$ cat src/rtl/bssa_pkg.sv
// Shared types and constants for the bitmap slab slot allocator.
// Used by the classifier, request queue, allocator back end and top level.
package bssa_pkg;

  localparam int NUM_FRAMES  = 64;
  localparam int FRAME_W     = 6;
  localparam int MAX_SLOTS   = 64;
  localparam int SLOT_W      = 6;
  localparam int NUM_CLASSES = 4;
  localparam int CLASS_W     = 2;
  localparam int CLS_IN_W    = 3;
  localparam int SIZE_W      = 13;
  localparam int CNT_W       = 7;
  localparam int CFG_IDX_W   = 3;
  localparam int QDEPTH      = 4;
  localparam int QPTR_W      = 2;

  localparam logic [SIZE_W-1:0] SIZE_CAP = 13'd4096;

  localparam logic [CFG_IDX_W-1:0] REG_LIMIT0 = 3'd0;
  localparam logic [CFG_IDX_W-1:0] REG_LIMIT1 = 3'd1;
  localparam logic [CFG_IDX_W-1:0] REG_LIMIT2 = 3'd2;
  localparam logic [CFG_IDX_W-1:0] REG_LIMIT3 = 3'd3;
  localparam logic [CFG_IDX_W-1:0] REG_SLOTS0 = 3'd4;
  localparam logic [CFG_IDX_W-1:0] REG_SLOTS1 = 3'd5;
  localparam logic [CFG_IDX_W-1:0] REG_SLOTS2 = 3'd6;
  localparam logic [CFG_IDX_W-1:0] REG_SLOTS3 = 3'd7;

  typedef enum logic [2:0] {
    ST_OK           = 3'd0,
    ST_TOO_LARGE    = 3'd1,
    ST_NO_FRAME     = 3'd2,
    ST_BAD_CLASS    = 3'd3,
    ST_SLAB_UNUSED  = 3'd4,
    ST_SLOT_RANGE   = 3'd5,
    ST_ALREADY_FREE = 3'd6,
    ST_MISMATCH     = 3'd7
  } status_t;

  typedef enum logic [1:0] {
    K_ALLOC     = 2'd0,
    K_FREE      = 2'd1,
    K_TOO_LARGE = 2'd2,
    K_BAD_CLASS = 2'd3
  } kind_t;

  localparam logic CMD_ALLOC = 1'b0;

  typedef struct packed {
    kind_t               kind;
    logic [CLASS_W-1:0]  cls;
    logic [FRAME_W-1:0]  slab;
    logic [SLOT_W-1:0]   slot;
  } req_t;

  typedef struct packed {
    logic [CLASS_W-1:0]  cls;
    logic [SLOT_W-1:0]   slot;
    logic [FRAME_W-1:0]  slab;
    status_t             status;
    logic                ok;
  } result_t;

endpackage

$ cat src/rtl/bssa_queue.sv
// Short request queue between the classifier and the allocator back end.
// Depends on bssa_pkg.
module bssa_queue (
  input  logic           clk,
  input  logic           rst,
  input  logic           push_valid,
  output logic           push_ready,
  input  bssa_pkg::req_t push_req,
  output logic           pop_valid,
  input  logic           pop_ready,
  output bssa_pkg::req_t pop_req
);
  import bssa_pkg::*;

  req_t                entries [QDEPTH];
  logic [QPTR_W-1:0]   wr_ptr;
  logic [QPTR_W-1:0]   rd_ptr;
  logic [QPTR_W:0]     count;
  logic                do_push;
  logic                do_pop;

  assign push_ready = (count != (QPTR_W+1)'(QDEPTH));
  assign pop_valid  = (count != '0);
  assign pop_req    = entries[rd_ptr];
  assign do_push    = push_valid && push_ready;
  assign do_pop     = pop_valid && pop_ready;

  always_ff @(posedge clk) begin
    if (do_push) begin
      entries[wr_ptr] <= push_req;
    end
  end

  always_ff @(posedge clk) begin
    if (rst) begin
      wr_ptr <= '0;
      rd_ptr <= '0;
      count  <= '0;
    end else begin
      if (do_push) wr_ptr <= wr_ptr + 1'b1;
      if (do_pop)  rd_ptr <= rd_ptr + 1'b1;
      if (do_push && !do_pop) begin
        count <= count + 1'b1;
      end else if (do_pop && !do_push) begin
        count <= count - 1'b1;
      end
    end
  end

endmodule

$ cat config.mk
export PLATFORM = sky130hd
export DESIGN_NAME = bssa_queue
export DESIGN_NICKNAME = d
export VERILOG_FILES = /design/src/rtl/bssa_pkg.sv /design/src/rtl/bssa_queue.sv
export SDC_FILE = /design/constraint.sdc
export NUM_CORES = 1
export LEC_CHECK = 0
export BUFFER_PORTS_ARGS = -buffer_cell sky130_fd_sc_hd__buf_2
export CAP_MARGIN = 30
export CORE_UTILIZATION = 40
export CTS_BUF_LIST = sky130_fd_sc_hd__clkbuf_4 sky130_fd_sc_hd__clkbuf_8
export DETAILED_ROUTE_END_ITERATION = 10
export HOLD_SLACK_MARGIN = 0.15
export PLACE_DENSITY_LB_ADDON = 0.25
export SETUP_SLACK_MARGIN = 0.2
export SYNTH_ARGS = -nofsm -noshare
export SYNTH_HDL_FRONTEND = slang
export SYNTH_SLANG_ARGS = --single-unit
$ cat constraint.sdc
create_clock -name clk -period 2.3 [get_ports clk]
set_input_delay 0.23 -clock clk [delete_from_list [all_inputs] [get_ports clk]]
set_output_delay 0.23 -clock clk [all_outputs]
set_load 0.01 [all_outputs]
Word-level counts from Yosys, hierarchy flattened
Memories as Yosys holds them, arrays and structs flattened. A register that Yosys moved wholly into a read port is not among the register bits. Cells that the tools add are included.

Word-level logic and storage cells: 23. Output and inout port bits: 18. Bits in writable memories: 64. Memories kept: 1. Register bits after elaboration: 7.

Reduce and logical (&&, ||, !) cells: 8. Add/subtract/negate cells: 4. Eq/ne operators: 1. Muxes and demuxes: 6.

Memories: entries (words 4, width 16, rd ports 1, clocked after Yosys merged registers in 1, write ports 1, RTL line bssa_queue.sv:15) `req_t entries [QDEPTH];`.

Operators by type and width (number): $mux 3 (2); $add 2x1->2 const B (2); $logic_and 1x1->1 (4); $mux 2 (2); $add 3x1->3 const B (1); $ne 3x3->1 const B (1); $reduce_bool 3->1 (1); $sub 3x1->3 const B (1); $logic_not 1->1 (2); $mux 1 (2); $reduce_bool 2->1 (1).

Depth between registers and ports, before layout
Gate-level depths: netlist (run 1).

Word-level depth: 6. Gate-level depth with buffers: 8. Depth with buffers taken out: 8.

Worst setup path before layout (run 1)
OpenSTA, ideal clock, no wires.

Kind: flip-flop to flip-flop. From: register count[0]. To: register count[2]. Arrival time: 1.931 ns. Cell stages (with the launch flop): 9. Period minus slack after synthesis: 2.002 ns. Setup slack: 0.298 ns. Path buffers: 0. Cells stage by stage: dfxtp_1 -> nor2_1 -> a21boi_4 -> ha_1 -> inv_1 -> fa_1 -> xor2_1 -> or3_1 -> a21oi_1.

Word-level cells in the longest chain between the ends: 5. Elaborated cells on any way between the ends: 13. Those cells by class: add/sub (2); eq/ne (1); mux (2); reduce/logical (8).

Ends and longest elaborated chain: start, declared (RTL line bssa_queue.sv:18) `logic [QPTR_W:0] count;`; start signal, assigned (RTL line bssa_queue.sv:43) `count <= count + 1'b1;`; start signal, assigned (RTL line bssa_queue.sv:45) `count <= count - 1'b1;`; $ne 3x3->1 (*) (RTL line bssa_queue.sv:22) `assign push_ready = (count != (QPTR_W+1)'(QDEPTH));`; $logic_and 1x1->1 (*) (RTL line bssa_queue.sv:25) `assign do_push = push_valid && push_ready;`; named net do_push (RTL line bssa_queue.sv:19) `logic do_push;`; $logic_not 1->1 (RTL line bssa_queue.sv:44) `end else if (do_pop && !do_push) begin`; $logic_and 1x1->1 (RTL line bssa_queue.sv:44); $reduce_bool 2->1 (no line).

The timed path passes the listed nets; every way through them passes the cells marked *. The select of a mux whose other input is x is not followed. A chain may end at the register's enable or synchronous reset.

Final worst setup path (run 1)
From: register count[1]. To: register count[2].

Word-level cells in the longest chain between the ends: 5. Elaborated cells on any way between the ends: 13. Those cells by class: add/sub (2); eq/ne (1); mux (2); reduce/logical (8).

Ends and longest elaborated chain: parallel branches: the longest is 5 deep, another holds $sub 3x1->3.

Several ways; the timed one is not identified. The select of a mux whose other input is x is not followed.

==> results.toml, run 1 <==
[sta]
setup-tns-final_ns = 0
slew_headroom = 0.7288
finalCritPeriodShare = 0.8907
worst_pin_slew_ns = 0.4062
finalClockSkew_ns = 0.008574
min_period_ns = 2.049
holdWs_ns = 0.1743
hold_violations = 0
setup_slack_ns = 0.2515
final_max_slew_viol_count = 0
rsz0062_at_grt = "false"
setup_viol = 0
fmax_mhz = 488.2

[placement]
dpl_worst_slack_ns = 0.05817
placed_cells = 271
place_congestion = 0.6702
post_dp_cell_area_um2 = 3167
port_buffers = 37
dpl.hpwl_um = 3224

[die]
dieWidth_um = 86.03
die_h_um = 86.03
io_pins = 38
core_area_um2 = 6794
start_util = 0.4157
num_rows = 30
dieArea_um2 = 7400

[global_routing]
antenna_found_initial = 0
grtUsageTotal = 0.1426
grt_pass1_vias = 1541
grt_max_degree = 13
grt-ovfl-total = 0
grt_pass1_wl_um = 7521

[clocking]
clk_pin_slew_ns = 0.07
cts_tree = "yes"
cts_sinks = 73
clk_latency_ns = 0.33
clock_path_buffers = 2
root_buffer = "clkbuf_8"
cts_inserted_buffers = 9
htree_num_levels = 3

[yosys]
ys_seq_elements = 73
synthTopCellsByCount = "64 x edfxtp_1, 10 x mux4_2, 9 x dfxtp_1, 8 x nor2_1, 6 x mux4_1"
synth_nets = 158
synth_ff_type = "edfxtp_1"
async_flop_share = 0
synthCells = 132
ys_types = 24
yosys_warnings = 0
synth_area_per_cell_um2 = 21.39
ys_top_cells_by_area = "edfxtp_1 68%, mux4_2 8.0%, dfxtp_1 6.4%"
yosysTopAreaCell = "edfxtp_1"
ys_seq_area_frac = 0.7444
synth_enable_flop_cells = 64
yosysTopAreaCellShare = 0.6805
syn_area_um2 = 2824
yosysMostFrequentCell = "edfxtp_1"

[critical_path]
path_class = "reg -> reg"
cp_top_family = "adder cells"
worst_ep_required_time_ns = 2.56
cpMaxStageDelayCell = "fa_1"
critPathCaptureType = "flip-flop"
crit_buf_inv = 1
cpPeakStageDelay_ns = 0.38
crit_chain = "o31ai_4 -> ha_2 -> inv_1 -> fa_1 -> xor2_1 -> or3_1 -> a21oi_1"
cp_num_cells = 7
crit_fanout = 6
worstRegToRegCells = 7
crit_arrival_ns = 2.31
start_kind = "flip-flop"

[power]
p_leak_nw = 1.293
power_mw = 3.713
ir_worst_vdd_uv = 423.7
p_per_area_nw_per_um2 = 1041

[route]
drtIter0Drc = 60
drt-total-wl_um = 4806
num_vias = 1449
wl_per_cell_um = 15.81
viasPerCell = 4.766
dr.pass1.iters = 4
antenna_left = 0
drc = 0

[final_layout]
multiInputGateArea_um2 = 676.9
regArea_um2 = 2111
fin_cells = 304
utilization = 0.5252
diodes = 0
fillers = 540
final_layout_size_suffix_gt1_frac = 0.3846
layout.nets = 229
area_delta_synth_final_pct = 26.36
fin_area_um2 = 3568

[hold_path]
hold_class = "in -> reg"
whs_path_depth = 2

[job]
drv_cap = 0

[outcome]
outcome = "finished clean"
state kept, by name (all words and copies together) (netlist names), named ones only:
| signal | flops |
|---|---|
| entries | 64 |
| rd_ptr | 2 |
| count | 3 |
| wr_ptr | 2 |
cell families (layout without fill, tap and decap cells):
kind of cell               count (synthesis)  count (layout)  synth area share
buffers and inverters                      8              84           0.01994
muxes                                     19              19            0.1467
xor gates and xnor gates                   4               4           0.01240
and+or+nand+nor                           17              17           0.02968
adders and majority gates                  6               6           0.02924
DFF                                       73              73            0.7443
AOI/OAI and AO/OA                          5               5           0.01772
report_power, final:
part / internal [mW] / switching (mW)
Sequential: 1.63 / 0.0954
Clock: 0.617 / 0.430
Combinational: 0.485 / 0.460
final timing paths:
path	start	endpoint	slack, ns
setup / recovery	count[1]	count[2]	0.25
hold / removal	rst	count[2]	0.17
setup reg to reg	count[1]	count[2]	0.25
hold reg to reg	rd_ptr[1]	rd_ptr[1]	0.54
timing repair:
item | CTS | global route
buffers inserted | 1 | 0
hold endpoints to repair | 64 | 0
gates resized for setup | 2 | 5
pin swaps | 1 | 1
hold buffers | 16 | 0
endpoints found under the setup margin | 1 | 1
area by class of cell:
type                            count  area share
Clock buffer                       10     0.03682
Clock inverter                      6     0.02314
Inverter                            3    0.003156
Multi-Input combinational cell     51      0.1897
Sequential cell                    73      0.5915
Tap cell                           96     0.03366
Timing Repair Buffer               65      0.1220
layout by cell type (no fill, tap or decap), types with 2 or more instances in the layout:
cell,instances
mux4_1,6
buf_4,12
nand2b_1,2
buf_2,37
xor2_1,4
clkbuf_8,9
mux4_2,10
ha_1,4
nor2_1,8
edfxtp_1,64
dlygate4sd3_1,16
and2_1,4
clkinv_2,2
mux2i_1,2
inv_1,3
dfxtp_1,6
or3_1,2
bufinv_16,2
dfxtp_4,2
per-layer routing:
| metal | vias to the layer above | share of wire | global-route usage |
|---|---|---|---|
| li1 | 671 | - | - |
| met1 | 725 | 0.41 | 0.1583 |
| met4 | 0 | 0.027 | 0.08333 |
| met5 | - | 0 | 0 |
| met3 | 14 | 0.037 | 0.03946 |
| met2 | 39 | 0.52 | 0.2453 |
Power figures use the tool's default switching activity.
==> inputs of run 2 (changes only) <==
- CELL_PAD_IN_SITES_DETAIL_PLACEMENT: not set -> 1
- CELL_PAD_IN_SITES_GLOBAL_PLACEMENT: not set -> 1
- clock period: 2.3 -> 1.9 ns (I/O delays scaled with it)
==> run 2 against run 1 <==
Effect of this change:
- the run now ends with negative setup slack left
- clock power rose by 9.5%
- sequential cell count stayed put
- via count up 1.4%
- global-route usage up 1.5 points
- power increased by 23%
- cell count rose by 2.0%
- non-clock buffer count increased by 6
- hold slack improved by 0.12 ns
- first-iteration DRC count down 33%
- critical path type unchanged
- critical endpoint unchanged
- largest power group unchanged
==> results.toml, run 2 (synthesis results as in run 1) <==
[die]
die_h_um = 86.03
core_area_um2 = 6794
num_rows = 30
dieWidth_um = 86.03
io_pins = 38
start_util = 0.4157
dieArea_um2 = 7400

[power]
p_leak_nw = 1.334
p_per_area_nw_per_um2 = 1250
ir_worst_vdd_uv = 563.2

[placement]
dpl_worst_slack_ns = -0.06798
dpl.hpwl_um = 3447
place_congestion = 0.6693
placed_cells = 271
port_buffers = 37

[sta]
setup_viol = 1
holdWs_ns = 0.2979
rsz0062_at_grt = "true"
finalCritPeriodShare = 1.006
slew_headroom = 0.7758
min_period_ns = 1.911
final_max_slew_viol_count = 0
worst_pin_slew_ns = 0.3311
setup_slack_ns = -0.01142
fmax_mhz = 523.2
hold_violations = 0
finalClockSkew_ns = 0.009269

[final_layout]
final_layout_size_suffix_gt1_frac = 0.4206
area_delta_synth_final_pct = 29.86
layout.nets = 235
fillers = 635
fin_cells = 310
top_regs = "entries: 64 flops, count: 3 flops"
final_common_cell = "edfxtp_1"
largest_reg_flops = 64
largest_register = "entries"
layout_common_cells = "64 x edfxtp_1, 37 x buf_2, 17 x dlygate4sd3_1"
utilization = 0.5398
diodes = 0

[route]
num_vias = 1469
drtIter0Drc = 40
antenna_left = 0
wl_per_cell_um = 17.00
viasPerCell = 4.739
drt-total-wl_um = 5270
drc = 0
dr.pass1.iters = 4

[clocking]
clock_path_buffers = 2
cts_sinks = 73
root_buffer = "clkbuf_8"
clk_latency_ns = 0.34
clk_pin_slew_ns = 0.07
htree_num_levels = 3
cts_tree = "yes"
cts_inserted_buffers = 9

[hold_path]
hold_class = "in -> reg"

[job]
drv_cap = 0

[critical_path]
crit_fanout = 3
worst_ep_required_time_ns = 2.16
start_kind = "flip-flop"
path_class = "reg -> reg"
crit_arrival_ns = 2.18
critPathCaptureType = "flip-flop"

[global_routing]
antenna_found_initial = 0
grt_pass1_vias = 1618
grt_pass1_wl_um = 8286
grt_max_degree = 13
grtUsageTotal = 0.1579
grt-ovfl-total = 0

[outcome]
failed_checks = "negative setup slack"
outcome = "finished with violations"
[run 2: changes by cell type in the layout (fill, tap and decap cells not counted), sizes merged]
cell,previous run,this run
bufbuf,0,1
buf,49,53
inv,3,4
dlygate4sd3,16,17
bufinv,2,1
[run 2: metal layers]
metal | vias up | track usage | share of wire
li1 | 684 | - | -
met1 | 746 | 0.1661 | 0.39
met2 | 33 | 0.2965 | 0.56
met3 | 6 | 0.05679 | 0.037
met4 | 0 | 0.04091 | 0.011
met5 | - | 0 | 0
[run 2: worst paths after layout]
| path | slack (ns) | cells past startpoint | to | start |
|---|---|---|---|---|
| worst min register to register | 0.54 | 2 | rd_ptr[1] | rd_ptr[1] |
| worst max-delay path | -0.01 | 7 | count[2] | count[1] |
| worst max register to register | -0.01 | 7 | count[2] | count[1] |
| worst min-delay path | 0.30 | 4 | rd_ptr[1] | pop_ready |
[run 2: per-stage QoR]
stage	setup TNS, ns	instance area (um^2)	total power [mW]
after floorplan	0	2853	2.886
after global placement	0	3221	3.226
after detailed placement	-0.06798	3221	3.302
after CTS	-0.04083	3647	4.627
after global routing	-0.07698	3667	4.812
final	-0.01142	3667	4.586
[run 2: layout make-up]
class,count,area [um^2],share of cell area
clock inverters,6,57.56,0.01569
inverters,3,11.26,0.003071
multi-input cells,51,690.7,0.1883
clock buffers,10,131.4,0.03582
well taps,96,120.1,0.03275
flip-flops and latches,73,2112,0.5759
repair buffers,71,544.3,0.1484
[run 2: where the power goes]
group,switching [mW],internal [mW]
Clock,0.534,0.614
Sequential,0.129,1.97
Combinational,0.591,0.749
[run 2: worst max-delay path: stages, from the launching register on]
cell     delay (ns)
dfxtp_4        0.37
o31ai_4        0.26
ha_2           0.24
inv_2          0.05
fa_2           0.33
xor2_1         0.16
or3_1          0.32
a21oi_2        0.12
[run 2: what timing repair did]
item	CTS	global route
endpoints found under the setup margin	18	18
gates resized for setup	5	2
pin swaps	2	2
gates cloned	1	0
hold buffers	17	0
endpoints found under the hold margin	68	0
setup buffers	3	2
==> inputs of run 3 (changes only) <==
- CTS_BUF_LIST: sky130_fd_sc_hd__clkbuf_4 sky130_fd_sc_hd__clkbuf_8 -> sky130_fd_sc_hd__clkbuf_4
- CTS_CLUSTER_DIAMETER: not set -> 200
- RECOVER_POWER: not set -> 25
==> run 3 against run 2 <==
Effect of this change:
- the run still ends with negative setup slack left
- largest cell class unchanged
- sequential share of layout area up 1.0 points
- clock skew up 0.0058 ns
- final area down 1.7%
- largest power group unchanged
- highest routed layer unchanged
==> results.toml, run 3 (synthesis results as in run 1) <==
[outcome]
outcome = "finished with violations"
failed_checks = "negative setup slack"

[critical_path]
crit_arrival_ns = 2.28
path_class = "reg -> reg"
cpPeakStageDelay_ns = 0.39
worst_ep_required_time_ns = 2.23
cp_top_family = "adder cells"
crit_buf_inv = 1
crit_chain = "o31ai_4 -> ha_2 -> inv_2 -> fa_2 -> xor2_1 -> or3_1 -> a21oi_2"
critPathCaptureType = "flip-flop"
cpMaxStageDelayCell = "dfxtp_4"
crit_fanout = 4
start_kind = "flip-flop"

[final_layout]
layout_common_cells = "64 x edfxtp_1, 26 x buf_2, 17 x dlygate4sd3_1"
largest_reg_flops = 64
largest_register = "entries"
layout.nets = 236
area_delta_synth_final_pct = 27.69
fin_area_um2 = 3606
final_common_cell = "edfxtp_1"
diodes = 0
final_layout_size_suffix_gt1_frac = 0.3767
top_regs = "entries: 64 flops, count: 3 flops"

[route]
viasPerCell = 4.701
dr.pass1.iters = 4
drt-total-wl_um = 5154
num_vias = 1462
wl_per_cell_um = 16.57
antenna_left = 0
drtIter0Drc = 49
drc = 0

[placement]
place_congestion = 0.6693
port_buffers = 37
dpl.hpwl_um = 3447
post_dp_cell_area_um2 = 3221

[sta]
fmax_mhz = 513.9
min_period_ns = 1.946
rsz0062_at_grt = "true"
setup_slack_ns = -0.04607
holdWs_ns = 0.2312
slew_headroom = 0.7754
final_max_slew_viol_count = 0
finalClockSkew_ns = 0.01503
finalCritPeriodShare = 1.024
worst_pin_slew_ns = 0.3316
hold_violations = 0
setup_viol = 1

[clocking]
clk_latency_ns = 0.41
clock_path_buffers = 2
clk_pin_slew_ns = 0.11
cts_inserted_buffers = 9
htree_num_levels = 3
root_buffer = "clkbuf_4"
cts_tree = "yes"
cts_sinks = 73

[die]
start_util = 0.4157
core_area_um2 = 6794
io_pins = 38
num_rows = 30
die_h_um = 86.03
dieWidth_um = 86.03
dieArea_um2 = 7400

[global_routing]
grt_max_degree = 13
grt_pass1_vias = 1609
grt_pass1_wl_um = 8197
grt-ovfl-total = 0
antenna_found_initial = 0
grtUsageTotal = 0.1564

[power]
ir_worst_vdd_uv = 534.7
p_leak_nw = 1.286
power_mw = 4.360
p_per_area_nw_per_um2 = 1209

[job]
drv_cap = 0

[hold_path]
hold_class = "in -> reg"
[run 3: final timing paths]
| path | startpoint | endpoint | slack, ns | cells past startpoint |
|---|---|---|---|---|
| max | count[0] | count[2] | -0.05 | 7 |
| min | pop_ready | flip-flop | 0.23 | 4 |
| max reg2reg | count[0] | count[2] | -0.05 | 7 |
| min reg2reg | rd_ptr[1] | flip-flop | 0.54 | 2 |
[run 3: what timing repair did]
item,in CTS,in global routing
resized for setup,6,2
pin swaps,2,3
hold buffers,16,1
endpoints found under the hold margin,71,7
endpoints found under the setup margin,18,19
cloned,1,0
buffers inserted,3,3
[run 3: final cells by class]
class / instances / area [um^2]
Clock buffer: 10 / 75.07
Clock inverter: 6 / 57.56
Fill cell: 653 / 3188
Inverter: 3 / 11.26
Multi-Input combinational cell: 51 / 690.7
Sequential cell: 73 / 2113
Tap cell: 96 / 120.1
Timing Repair Buffer: 72 / 538.0
[run 3: worst register-to-register path, delay by kind of cell, from the launching register on]
kind | cells | cell delay, ns
AO/OA/AOI/OAI | 2 | 0.39
AND/OR/NAND/NOR | 1 | 0.33
flip-flops | 1 | 0.39
adder cells (fa/ha/maj) | 2 | 0.57
buffers and inverters | 1 | 0.05
XOR/XNOR | 1 | 0.16
[run 3: stage by stage]
step           std cells  setup TNS (ns)  utilization  setup WS, ns
6_report             311        -0.04607       0.5308      -0.04607
4_1_cts              307         -0.2157       0.5273      -0.05513
5_1_grt              311         -0.5657       0.5308       -0.1161
3_5_place_dp         271        -0.06798       0.4740      -0.06798
3_3_place_gp         271               0       0.4740       0.05596
2_1_floorplan        132               0            -       0.07791
[run 3: power breakdown]
| group | switching [mW] | total, mW | leakage, nW | internal [mW] |
|---|---|---|---|---|
| combinational | 0.601 | 1.36 | 0.545 | 0.756 |
| sequential | 0.121 | 2.09 | 0.663 | 1.97 |
| clock | 0.504 | 0.914 | 0.0780 | 0.410 |
| total | 1.23 | 4.36 | 1.29 | 3.13 |
[run 3: layer usage]
metal	track usage	vias to the layer above	routed length, um
li1	-	685	-
met1	0.1668	730	1997
met2	0.2864	35	2828
met3	0.05679	12	216
met4	0.05000	0	112
met5	0	-	0
