==> config.mk <==
export PLATFORM = sky130hd
export DESIGN_NAME = bssa_front
export DESIGN_NICKNAME = d
export VERILOG_FILES = /design/src/rtl/bssa_pkg.sv /design/src/rtl/bssa_front.sv
export SDC_FILE = /design/constraint.sdc
export NUM_CORES = 1
export LEC_CHECK = 0
export BUFFER_PORTS_ARGS = -buffer_cell sky130_fd_sc_hd__buf_2
export CAP_MARGIN = 20
export CORE_MARGIN = 5
export CORE_UTILIZATION = 35
export DETAILED_ROUTE_END_ITERATION = 10
export GPL_TIMING_DRIVEN = 0
export PLACE_DENSITY_LB_ADDON = 0.05
export SLEW_MARGIN = 20
export SYNTH_ARGS = -nofsm -noshare
export SYNTH_HDL_FRONTEND = slang
export SYNTH_SLANG_ARGS = --single-unit
==> constraint.sdc <==
create_clock -name vclk -period 1.75
set_input_delay 0 -clock vclk [all_inputs]
set_output_delay 0 -clock vclk [all_outputs]
set_load 0.005 [all_outputs]
==> src/rtl/bssa_pkg.sv <==
// Shared types and constants for the bitmap slab slot allocator.
// Used by the classifier, request queue, allocator back end and top level.
package bssa_pkg;

  localparam int NUM_FRAMES  = 64;
  localparam int FRAME_W     = 6;
  localparam int MAX_SLOTS   = 64;
  localparam int SLOT_W      = 6;
  localparam int NUM_CLASSES = 4;
  localparam int CLASS_W     = 2;
  localparam int CLS_IN_W    = 3;
  localparam int SIZE_W      = 13;
  localparam int CNT_W       = 7;
  localparam int CFG_IDX_W   = 3;
  localparam int QDEPTH      = 4;
  localparam int QPTR_W      = 2;

  localparam logic [SIZE_W-1:0] SIZE_CAP = 13'd4096;

  localparam logic [CFG_IDX_W-1:0] REG_LIMIT0 = 3'd0;
  localparam logic [CFG_IDX_W-1:0] REG_LIMIT1 = 3'd1;
  localparam logic [CFG_IDX_W-1:0] REG_LIMIT2 = 3'd2;
  localparam logic [CFG_IDX_W-1:0] REG_LIMIT3 = 3'd3;
  localparam logic [CFG_IDX_W-1:0] REG_SLOTS0 = 3'd4;
  localparam logic [CFG_IDX_W-1:0] REG_SLOTS1 = 3'd5;
  localparam logic [CFG_IDX_W-1:0] REG_SLOTS2 = 3'd6;
  localparam logic [CFG_IDX_W-1:0] REG_SLOTS3 = 3'd7;

  typedef enum logic [2:0] {
    ST_OK           = 3'd0,
    ST_TOO_LARGE    = 3'd1,
    ST_NO_FRAME     = 3'd2,
    ST_BAD_CLASS    = 3'd3,
    ST_SLAB_UNUSED  = 3'd4,
    ST_SLOT_RANGE   = 3'd5,
    ST_ALREADY_FREE = 3'd6,
    ST_MISMATCH     = 3'd7
  } status_t;

  typedef enum logic [1:0] {
    K_ALLOC     = 2'd0,
    K_FREE      = 2'd1,
    K_TOO_LARGE = 2'd2,
    K_BAD_CLASS = 2'd3
  } kind_t;

  localparam logic CMD_ALLOC = 1'b0;

  typedef struct packed {
    kind_t               kind;
    logic [CLASS_W-1:0]  cls;
    logic [FRAME_W-1:0]  slab;
    logic [SLOT_W-1:0]   slot;
  } req_t;

  typedef struct packed {
    logic [CLASS_W-1:0]  cls;
    logic [SLOT_W-1:0]   slot;
    logic [FRAME_W-1:0]  slab;
    status_t             status;
    logic                ok;
  } result_t;

endpackage

==> src/rtl/bssa_front.sv <==
// Request classifier: maps an allocate size to its class, flags oversize requests and screens bad classes.
// Depends on bssa_pkg.
module bssa_front (
  input  logic                                            command,
  input  logic [bssa_pkg::SIZE_W-1:0]                     request_size,
  input  logic [bssa_pkg::FRAME_W-1:0]                    slab_index,
  input  logic [bssa_pkg::SLOT_W-1:0]                     obj_slot,
  input  logic [bssa_pkg::CLS_IN_W-1:0]                   class_index,
  input  logic [bssa_pkg::NUM_CLASSES-1:0][bssa_pkg::SIZE_W-1:0] class_limit,
  output bssa_pkg::req_t                                  req
);
  import bssa_pkg::*;

  logic               hit;
  logic [CLASS_W-1:0] hit_cls;

  // first class whose limit covers the size
  always_comb begin
    hit     = 1'b0;
    hit_cls = '0;
    for (int i = NUM_CLASSES - 1; i >= 0; i--) begin
      if (request_size <= class_limit[i]) begin
        hit     = 1'b1;
        hit_cls = CLASS_W'(i);
      end
    end
  end

  always_comb begin
    req.slab = slab_index;
    req.slot = obj_slot;
    if (command == CMD_ALLOC) begin
      req.cls = hit_cls;
      if (request_size > SIZE_CAP || !hit) begin
        req.kind = K_TOO_LARGE;
      end else begin
        req.kind = K_ALLOC;
      end
    end else begin
      req.cls = class_index[CLASS_W-1:0];
      if ({1'b0, class_index} >= (CLS_IN_W+1)'(NUM_CLASSES)) begin
        req.kind = K_BAD_CLASS;
      end else begin
        req.kind = K_FREE;
      end
    end
  end

endmodule

* Word level (Yosys, flattened, before mapping)
Index checks and enable logic that the tools add are counted.
Word-level totals: RAM bits 0, logic and storage cells 19, bits in registers 0, bits in latches 0, memory bits (read-only) 0, input port bits 81, memories kept 0
Operators by class: bitwise gates (word level) 0, magnitude comparators 6, equal/unequal tests 0, $mul 0, div/mod/pow operators 0, multiplexer cells 11, shift operators 0, add/sub/neg operators 0, reduce and logical (&&, ||, !) cells 2
Operators with widths (count):
- 13-bit less-or-equal comparator | 4
- 13-bit greater-than comparator, second input constant | 1
- 2-bit two-way mux | 6
- 1-bit two-way mux | 4
- 4-bit two-way mux | 1
- 3-bit greater-or-equal comparator, second input constant | 1
- 1-bit zero test | 1
- 1-bit logical OR | 1

* Logic depth before layout (Yosys ltp)
Gate-level depths: netlist of run 1.
depth after elaboration 9, mapped depth 8, depth with buffers taken out 8

* Worst setup path after synthesis of run 1
OpenSTA, ideal clock, no wires.
path kind input port to output port, from input port class_limit[37] (netlist bit), to output port req[15] (netlist bit), path slack 0.312 ns, required time 1.750 ns, arrival time 1.438 ns, buffers on the path 0, stages 8, cells stage by stage inv_1 ha_1 nand4_2 nor2_2 o31a_1 o31a_1 or3b_1 o31ai_2
RTL lines:
- start: declaration | line bssa_front.sv:9 | input logic [bssa_pkg::NUM_CLASSES-1:0][bssa_pkg::SIZE_W-1:0] class_limit,
- end: declaration | line bssa_front.sv:10 | output bssa_pkg::req_t req

==> results of run 1 <==
==> final timing paths <==
| kind | start | to | slack (ns) | cells past startpoint |
|---|---|---|---|---|
| max | request_size[8] | req[13] | -0.07 | 9 |
| min | slab_index[3] | req[9] | 0.17 | 2 |
==> cell usage in the layout (no fill, tap or decap), types with 2 or more instances in the layout <==
| cell type | n |
|---|---|
| nor2_1 | 6 |
| o31a_1 | 3 |
| o211ai_1 | 3 |
| a21o_1 | 3 |
| o21ai_0 | 5 |
| nor4_1 | 3 |
| a21oi_1 | 20 |
| and4_1 | 3 |
| nor2b_1 | 3 |
| buf_6 | 10 |
| ha_1 | 43 |
| nand2_1 | 11 |
| ha_4 | 9 |
| a21boi_1 | 2 |
| o21ai_1 | 2 |
| nand4_1 | 4 |
| buf_2 | 73 |
| buf_4 | 18 |
| and3_4 | 3 |
| inv_1 | 46 |
| nand3_1 | 5 |
| inv_2 | 6 |
==> cells in the mapped netlist, drive strengths merged (4+ instances only) <==
| master | number |
|---|---|
| inv | 52 |
| nand4 | 6 |
| and3 | 4 |
| o21ai | 7 |
| a21oi | 20 |
| nand3 | 5 |
| nand2 | 11 |
| ha | 52 |
| buf | 13 |
| nor2 | 7 |
==> stage by stage <==
| step | TNS, ns | instance area, sq um |
|---|---|---|
| finish | -0.144 | 2290 |
| global route | -0.230 | 2290 |
| CTS | -0.120 | 2220 |
| global placement | -0.529 | 2000 |
| detailed placement | -0.513 | 2000 |
| floorplan | 0 | 1510 |
==> timing repair <==
action,4_1_cts,5_1_grt
gates resized for setup,34,11
gates cloned,0,0
endpoints found under the setup margin,3,3
pin swaps,7,4
buffers inserted,5,0
==> metal layers <==
layer  track usage (%)  up-vias  share of wire, %
met5                 0        -                 0
met4             0.971        0              0.41
met3              1.06        2               7.6
met2              24.9       56                46
met1              20.7      683                46
li1                  -      900                 -
==> power by group through the flow <==
stage / logic (W) / clock network, W / registers (W)
6_report: 0.000499 / 0 / 0
3_3_place_gp: 0.000427 / 0 / 0
3_5_place_dp: 0.000429 / 0 / 0
5_1_grt: 0.000569 / 0 / 0
4_1_cts: 0.000483 / 0 / 0
2_1_floorplan: 0.000253 / 0 / 0
==> worst max-delay path: stages <==
cell,delay (ns)
buf_6,0.11
ha_4,0.26
and3_4,0.17
nand4_1,0.21
a31oi_4,0.26
a2111oi_4,0.08
or3b_4,0.40
a32o_1,0.22
buf_2,0.12
==> kinds of logic after synthesis <==
family,count (synthesis),synth area share [%]
buffers and inverters,65,19.3
adder cells (fa/ha/maj),52,43.0
AO/OA/AOI/OAI,47,19.9
AND/OR/NAND/NOR,46,17.8
==> area by class of cell <==
cell class                 instances  area share (%)
buffer                            13            4.26
inverter                          52            8.52
multi-input combinational        145            60.4
tap                               52            2.84
timing repair buffer              90            24.0
==> reports/metrics.cfg, run 1 <==
[final_layout]
final_layout_size_suffix_gt1_share_pct = 43.0
seqCellArea_sq_um = 0
syn_to_final_growth_pct = 51.4
final_util_pct = 53.8
fillers = 436
nNetsFinal = 435
layout.cells.non_filler = 352
seq_cells = 0
antenna_cells = 0
nClkBuffers = 0
multi_input_area_sq_um = 1380

[power]
switching_share_pct = 46.1
seq_power_share_pct = 0
p_int_w = 0.000269
p_per_area_nw_per_um2 = 218
net-switching-power_w = 0.000230
peakVddDrop_mv = 0.110
finalPower_w = 0.000499
comb_power_share_pct = 100.0
leakagePower_nw = 1.31
clkPwrFrac_pct = 0

[routing]
post-route-drc-count = 0
vias = 1641
drtIter0Drc = 18
drt_wl_total_um = 4360
wire_per_inst_um = 12.4
via_per_inst = 4.66
ant_nets = 0
drt-pass1-iter-count = 3

[outcome]
violations = setup timing
outcome = finished with violations

[floorplan]
die_h_um = 75.8
coreArea_sq_um = 4260
fp-row-count = 24
die_area_sq_um = 5740
boundaryPins = 97
die_width_um = 75.8
initial_utilization_pct = 35.5

[yosys]
avgSynthCellArea_sq_um = 7.21
synth_nets = 343
yosys.area.top_type = ha_1
synthCells = 210
netlist_area_sq_um = 1510
yosysTopAreaCellShare_pct = 43.0
yosysWarningCount = 0
synth_area_leaders = ha_1 (43%), inv_1 (13%), a21oi_1 (6.6%)
yosysSeqAreaShare_pct = 0
yosysUniqueCellTypes = 34

[placed_design]
dp.cells = 347
hpwl_um = 3830
place_ws_ns = -0.225
gp_congestion = 0.790
io_buffers = 85

[sta]
max_freq_mhz = 549
rsz0062_at_grt = yes
fin_ws_ns = -0.0730
min_period_ns = 1.82
drv_slew = 0
setup_viol = 2
post-route-period-util_pct = 104
tightest_slew_ns = 0.302
slew_headroom_pct = 79.7
hold_ws_ns = 0.167
finalHoldViolCount = 0

[grt]
antenna_found_initial = 0
overflow = 0
grt_first_pass_wirelength_um = 6750
track_usage_pct = 14.5
grt_pass1_vias = 1568
grt_max_degree = 7

[setup_path]
cp_max_fo = 5
path_class = in2out
endpoint_kind = output pin
required_ns = 1.75
cp.arrival_ns = 1.82
startpoint_type = input port

[flow_run]
maxCapViolCount = 0

[min_path]
hold_class = in2out

[cts]
holdBufCountCts = 0

(Power assumes the default switching activity.)
==> run 2, diff against run 1 <==
--- a/config.mk
+++ b/config.mk
@@ -5,14 +5,15 @@
 export SDC_FILE = /design/constraint.sdc
 export NUM_CORES = 1
 export LEC_CHECK = 0
-export BUFFER_PORTS_ARGS = -buffer_cell sky130_fd_sc_hd__buf_2
 export CAP_MARGIN = 20
 export CORE_MARGIN = 5
 export CORE_UTILIZATION = 35
 export DETAILED_ROUTE_END_ITERATION = 10
+export DONT_BUFFER_PORTS = 1
 export GPL_TIMING_DRIVEN = 0
 export PLACE_DENSITY_LB_ADDON = 0.05
 export SLEW_MARGIN = 20
 export SYNTH_ARGS = -nofsm -noshare
 export SYNTH_HDL_FRONTEND = slang
 export SYNTH_SLANG_ARGS = --single-unit
+export TNS_END_PERCENT = 20
==> run 2 against run 1 <==
The run now ends clean. Utilization down 14 points. Die area unchanged. Sequential share of layout area unchanged. Final cell count down 25%. Critical path type unchanged. Largest power group unchanged. Highest routed layer unchanged.
==> reports/metrics.cfg, run 2 (synthesized netlist as in run 1, its figures left out) <==
[outcome]
outcome = completed  ; was finished with violations

[power]
leakagePower_nw = 0.939  ; was 1.31 nW
p_per_area_nw_per_um2 = 204  ; was 218 nW/um^2
peakVddDrop_mv = 0.0681  ; was 0.110 mV

[routing]
route.met2.wl_um = 2090  ; was 1990 um
ant_nets = 0  ; unchanged
highest_layer = met4  ; unchanged
drt-met1-wl_um = 1890  ; was 2020 um
wire_per_inst_um = 16.4  ; was 12.4 um
drtIter0Drc = 18  ; unchanged
vias = 1390  ; was 1641
wl_met3_um = 332  ; was 330 um
drt_wl_total_um = 4330  ; was 4360 um
drt-pass1-iter-count = 4  ; was 3
via_per_inst = 5.27  ; was 4.66
post-route-drc-count = 0  ; unchanged

[placed_design]
io_buffers = 0  ; was 85
hpwl_um = 3900  ; was 3830 um
gp_congestion = 0.759  ; was 0.790
place_ws_ns = -0.0139  ; was -0.225 ns
dpl_cell_area_sq_um = 1580  ; was 2000 sq um

[floorplan]
die_width_um = 75.8  ; unchanged
coreArea_sq_um = 4260  ; unchanged
initial_utilization_pct = 35.5  ; unchanged
fp-row-count = 24  ; unchanged
boundaryPins = 97  ; unchanged
die_h_um = 75.8  ; unchanged
die_area_sq_um = 5740  ; unchanged

[final_layout]
final_layout_size_suffix_gt1_share_pct = 15.6  ; was 43.0%
seqCellArea_sq_um = 0  ; unchanged
syn_to_final_growth_pct = 12.7  ; was 51.4%
final_common_cell = inv_1  ; was buf_2
final_cell_area_sq_um = 1710  ; was 2290 sq um
nNetsFinal = 347  ; was 435
final_cell_mix = inv_1 (49), ha_1 (47), a21oi_1 (20), buf_4 (15), nand2_1 (11)  ; was buf_2 (73), inv_1 (46), ha_1 (43), a21oi_1 (20), buf_4 (18)
seq_cells = 0  ; unchanged
antenna_cells = 0  ; unchanged
fillers = 471  ; was 436
nClkBuffers = 0  ; unchanged

[grt]
track_usage_pct = 13.7  ; was 14.5%
antenna_found_initial = 0  ; unchanged
grt_max_degree = 7  ; unchanged
grt_first_pass_wirelength_um = 6230  ; was 6750 um
grt_pass1_vias = 1417  ; was 1568
overflow = 0  ; unchanged

[sta]
finalHoldViolCount = 0  ; unchanged
slew_headroom_pct = 80.0  ; was 79.7%
drv_slew = 0  ; unchanged
post-route-period-util_pct = 97.6  ; was 104%
max_freq_mhz = 586  ; was 549 MHz
fin_ws_ns = 0.0423  ; was -0.0730 ns
tightest_slew_ns = 0.298  ; was 0.302 ns
min_period_ns = 1.71  ; was 1.82 ns
hold_ws_ns = 0.0827  ; was 0.167 ns
setup_viol = 0  ; was 2

[setup_path]
endpoint_kind = output pin  ; unchanged
path_class = in2out  ; unchanged
required_ns = 1.75  ; about the same
startpoint_type = input port  ; unchanged
cp.arrival_ns = 1.71  ; was 1.82 ns
cp_max_fo = 2  ; was 5

[flow_run]
maxCapViolCount = 0  ; unchanged

[min_path]
hold_class = in2out  ; unchanged

==> run 2: worst paths after layout <==
path / depth (start not counted) / to / start
worst min-delay path: 1 / req[9] / slab_index[3]
worst max-delay path: 8 / req[13] / class_limit[47]
==> run 2: stage by stage <==
| stage | util [%] | std cells | setup TNS [ns] | total power [W] |
|---|---|---|---|---|
| final | 40.0 | 264 | 0 | 0.000347 |
| after global placement | 37.0 | 262 | -0.0313 | 0.000297 |
| after CTS | 37.2 | 262 | -0.0172 | 0.000317 |
| after floorplan | - | 210 | 0 | 0.000253 |
| after detailed placement | 37.0 | 262 | -0.0245 | 0.000314 |
| after global routing | 40.0 | 264 | -0.0225 | 0.000399 |
==> run 2: power by group <==
group / internal, W / leakage [nW] / switching [W] / total, W
combinational: 0.000171 / 0.939 / 0.000176 / 0.000347
clock: 0 / 0 / 0 / 0
sequential: 0 / 0 / 0 / 0
total: 0.000171 / 0.939 / 0.000176 / 0.000347
==> run 2: routing by layer <==
| layer | track usage [%] | vias up |
|---|---|---|
| li1 | - | 724 |
| met1 | 18.4 | 601 |
| met2 | 24.0 | 63 |
| met3 | 2.11 | 2 |
| met4 | 0.777 | 0 |
| met5 | 0 | - |
==> run 2: cell type report <==
| cell class | instances | area [sq um] | area share, % |
|---|---|---|---|
| well taps | 52 | 65.1 | 3.81 |
| plain buffers | 13 | 97.6 | 5.72 |
| repair buffers | 2 | 15.0 | 0.880 |
| inverters | 52 | 195 | 11.4 |
| multi-input cells | 145 | 1330 | 78.2 |
==> run 2: worst max-delay path, stage by stage <==
cell       delay, ns
inv_1           0.04
ha_4            0.26
and3_1          0.15
nand4_1         0.21
a31oi_4         0.26
a2111oi_4       0.07
or3b_4          0.41
a32o_2          0.29
==> run 2: what timing repair did <==
item,in CTS,in global routing
hold buffers,0,0
setup endpoints to repair,2,3
buffers inserted,0,2
pin swaps,1,9
hold endpoints to repair,0,0
gates cloned,0,0
gates resized for setup,1,15
==> run 3, diff against run 2 <==
--- a/config.mk
+++ b/config.mk
@@ -12,6 +12,7 @@
 export DONT_BUFFER_PORTS = 1
 export GPL_TIMING_DRIVEN = 0
 export PLACE_DENSITY_LB_ADDON = 0.05
+export RECOVER_POWER = 100
 export SLEW_MARGIN = 20
 export SYNTH_ARGS = -nofsm -noshare
 export SYNTH_HDL_FRONTEND = slang
==> run 3 against run 2 <==
Flip-flop and latch count unchanged. Wire length decreased by 0.16%. Hold slack improved by 0.0050 ns. Sequential share of layout area unchanged. Non-clock buffer count unchanged. Setup slack unchanged. Die area is the same. Largest cell class unchanged.
==> reports/metrics.cfg, run 3 (synthesized netlist as in run 1, its figures left out) <==
[routing]
drt-pass1-iter-count = 4  ; unchanged
ant_nets = 0  ; unchanged
vias = 1392  ; was 1390
drt_wl_total_um = 4320  ; was 4330 um
drtIter0Drc = 18  ; unchanged
post-route-drc-count = 0  ; unchanged
via_per_inst = 5.27  ; about the same
wire_per_inst_um = 16.4  ; about the same

[grt]
overflow = 0  ; unchanged
track_usage_pct = 13.7  ; unchanged
antenna_found_initial = 0  ; unchanged
grt_pass1_vias = 1417  ; unchanged
grt_first_pass_wirelength_um = 6230  ; unchanged
grt_max_degree = 7  ; unchanged

[sta]
setup_viol = 0  ; unchanged
drv_slew = 0  ; unchanged
tightest_slew_ns = 0.298  ; unchanged
slew_headroom_pct = 80.0  ; unchanged
max_freq_mhz = 586  ; unchanged
post-route-period-util_pct = 97.6  ; unchanged
min_period_ns = 1.71  ; unchanged
finalHoldViolCount = 0  ; unchanged

[placed_design]
io_buffers = 0  ; unchanged
dpl_cell_area_sq_um = 1580  ; unchanged
dp.cells = 262  ; unchanged
hpwl_um = 3900  ; unchanged
gp_congestion = 0.759  ; unchanged

[outcome]
outcome = completed  ; unchanged

[final_layout]
fillers = 473  ; was 471
syn_to_final_growth_pct = 12.2  ; was 12.7%
seq_cells = 0  ; unchanged
antenna_cells = 0  ; unchanged
layout.cells.non_filler = 264  ; unchanged
final_cell_area_sq_um = 1700  ; was 1710 sq um
final_layout_size_suffix_gt1_share_pct = 14.6  ; was 15.6%
nNetsFinal = 347  ; unchanged
final_util_pct = 39.8  ; was 40.0%
final_cell_mix = inv_1 (49), ha_1 (47), a21oi_1 (20), nand2_1 (11), clkbuf_4 (11)  ; was inv_1 (49), ha_1 (47), a21oi_1 (20), buf_4 (15), nand2_1 (11)
seqCellArea_sq_um = 0  ; unchanged
nClkBuffers = 0  ; unchanged
final_common_cell = inv_1  ; unchanged

[floorplan]
die_h_um = 75.8  ; unchanged
coreArea_sq_um = 4260  ; unchanged
die_area_sq_um = 5740  ; unchanged
die_width_um = 75.8  ; unchanged
boundaryPins = 97  ; unchanged
initial_utilization_pct = 35.5  ; unchanged
fp-row-count = 24  ; unchanged

[setup_path]
startpoint_type = input port  ; unchanged
cp_max_fo = 2  ; unchanged
required_ns = 1.75  ; about the same
max_stage_delay_ns = 0.41  ; about the same
cp.arrival_ns = 1.71  ; about the same
critical_path.cell_chain = inv_1 -> ha_4 -> and3_1 -> nand4_1 -> a31oi_4 -> a2111oi_4 -> or3b_4 -> a32o_2  ; unchanged
endpoint_kind = output pin  ; unchanged
path_class = in2out  ; unchanged
crit_family = simple AND/OR/NAND/NOR gates  ; unchanged
slowest_stage = or3b_4  ; unchanged
worst-path-buf-inv = 1  ; unchanged

[power]
p_int_w = 0.000168  ; was 0.000171 W
clkPwrFrac_pct = 0  ; about the same
p_per_area_nw_per_um2 = 203  ; was 204 nW/um^2
seq_power_share_pct = 0  ; about the same
net-switching-power_w = 0.000176  ; about the same
leakagePower_nw = 0.929  ; was 0.939 nW
peakVddDrop_mv = 0.0681  ; about the same
switching_share_pct = 51.1  ; was 50.7%
comb_power_share_pct = 100.0  ; about the same

[cts]
holdBufCountCts = 0  ; unchanged

[min_path]
hold_class = in2out  ; unchanged

[flow_run]
maxCapViolCount = 0  ; unchanged

## run 3: cell types whose count changed in the layout (fill, tap and decap cells not counted)
| cell | previous run | this run |
|---|---|---|
| buf_4 | 15 | 2 |
| clkbuf_1 | 0 | 2 |
| clkbuf_4 | 0 | 11 |
## run 3: cell type report
class	instances	area [sq um]	area share [%]
tap	52	65.1	3.83
timing repair buffer	2	15.0	0.884
inverter	52	195	11.5
buffer	13	90.1	5.30
multi-input combinational	145	1330	78.5
## run 3: final timing paths
check	depth (start not counted)	from	to
worst max-delay path	8	class_limit[47]	req[13]
worst min-delay path	1	slab_index[5]	req[11]
## run 3: power by group through the flow
stage	Combinational [W]	Clock (W)	Sequential (W)
after global placement	0.000297	0	0
final	0.000344	0	0
after detailed placement	0.000314	0	0
after floorplan	0.000253	0	0
after CTS	0.000317	0	0
after global routing	0.000395	0	0
## run 3: layer usage
layer  routed length, um  up-vias  GRT usage [%]
met5                   0        -              0
met4                  21        0          0.777
met2                2080       63           24.0
met1                1870      603           18.4
li1                    -      724              -
met3                 351        2           2.11
## run 3: what timing repair did
action / 4_1_cts / 5_1_grt
pin swaps: 1 / 9
gates resized for setup: 1 / 15
endpoints found under the setup margin: 2 / 3
setup buffers: 0 / 2
## run 3: per-stage QoR
step / power [W] / setup TNS (ns) / setup slack (ns) / hold slack [ns]
after floorplan: 0.000253 / 0 / 0.312 / 0.0808
after global placement: 0.000297 / -0.0313 / -0.0218 / 0.0851
after detailed placement: 0.000314 / -0.0245 / -0.0139 / 0.0835
after CTS: 0.000317 / -0.0172 / -0.0172 / 0.0835
after global routing: 0.000395 / -0.0225 / -0.0225 / 0.0945
final: 0.000344 / 0 / 0.0423 / 0.0877
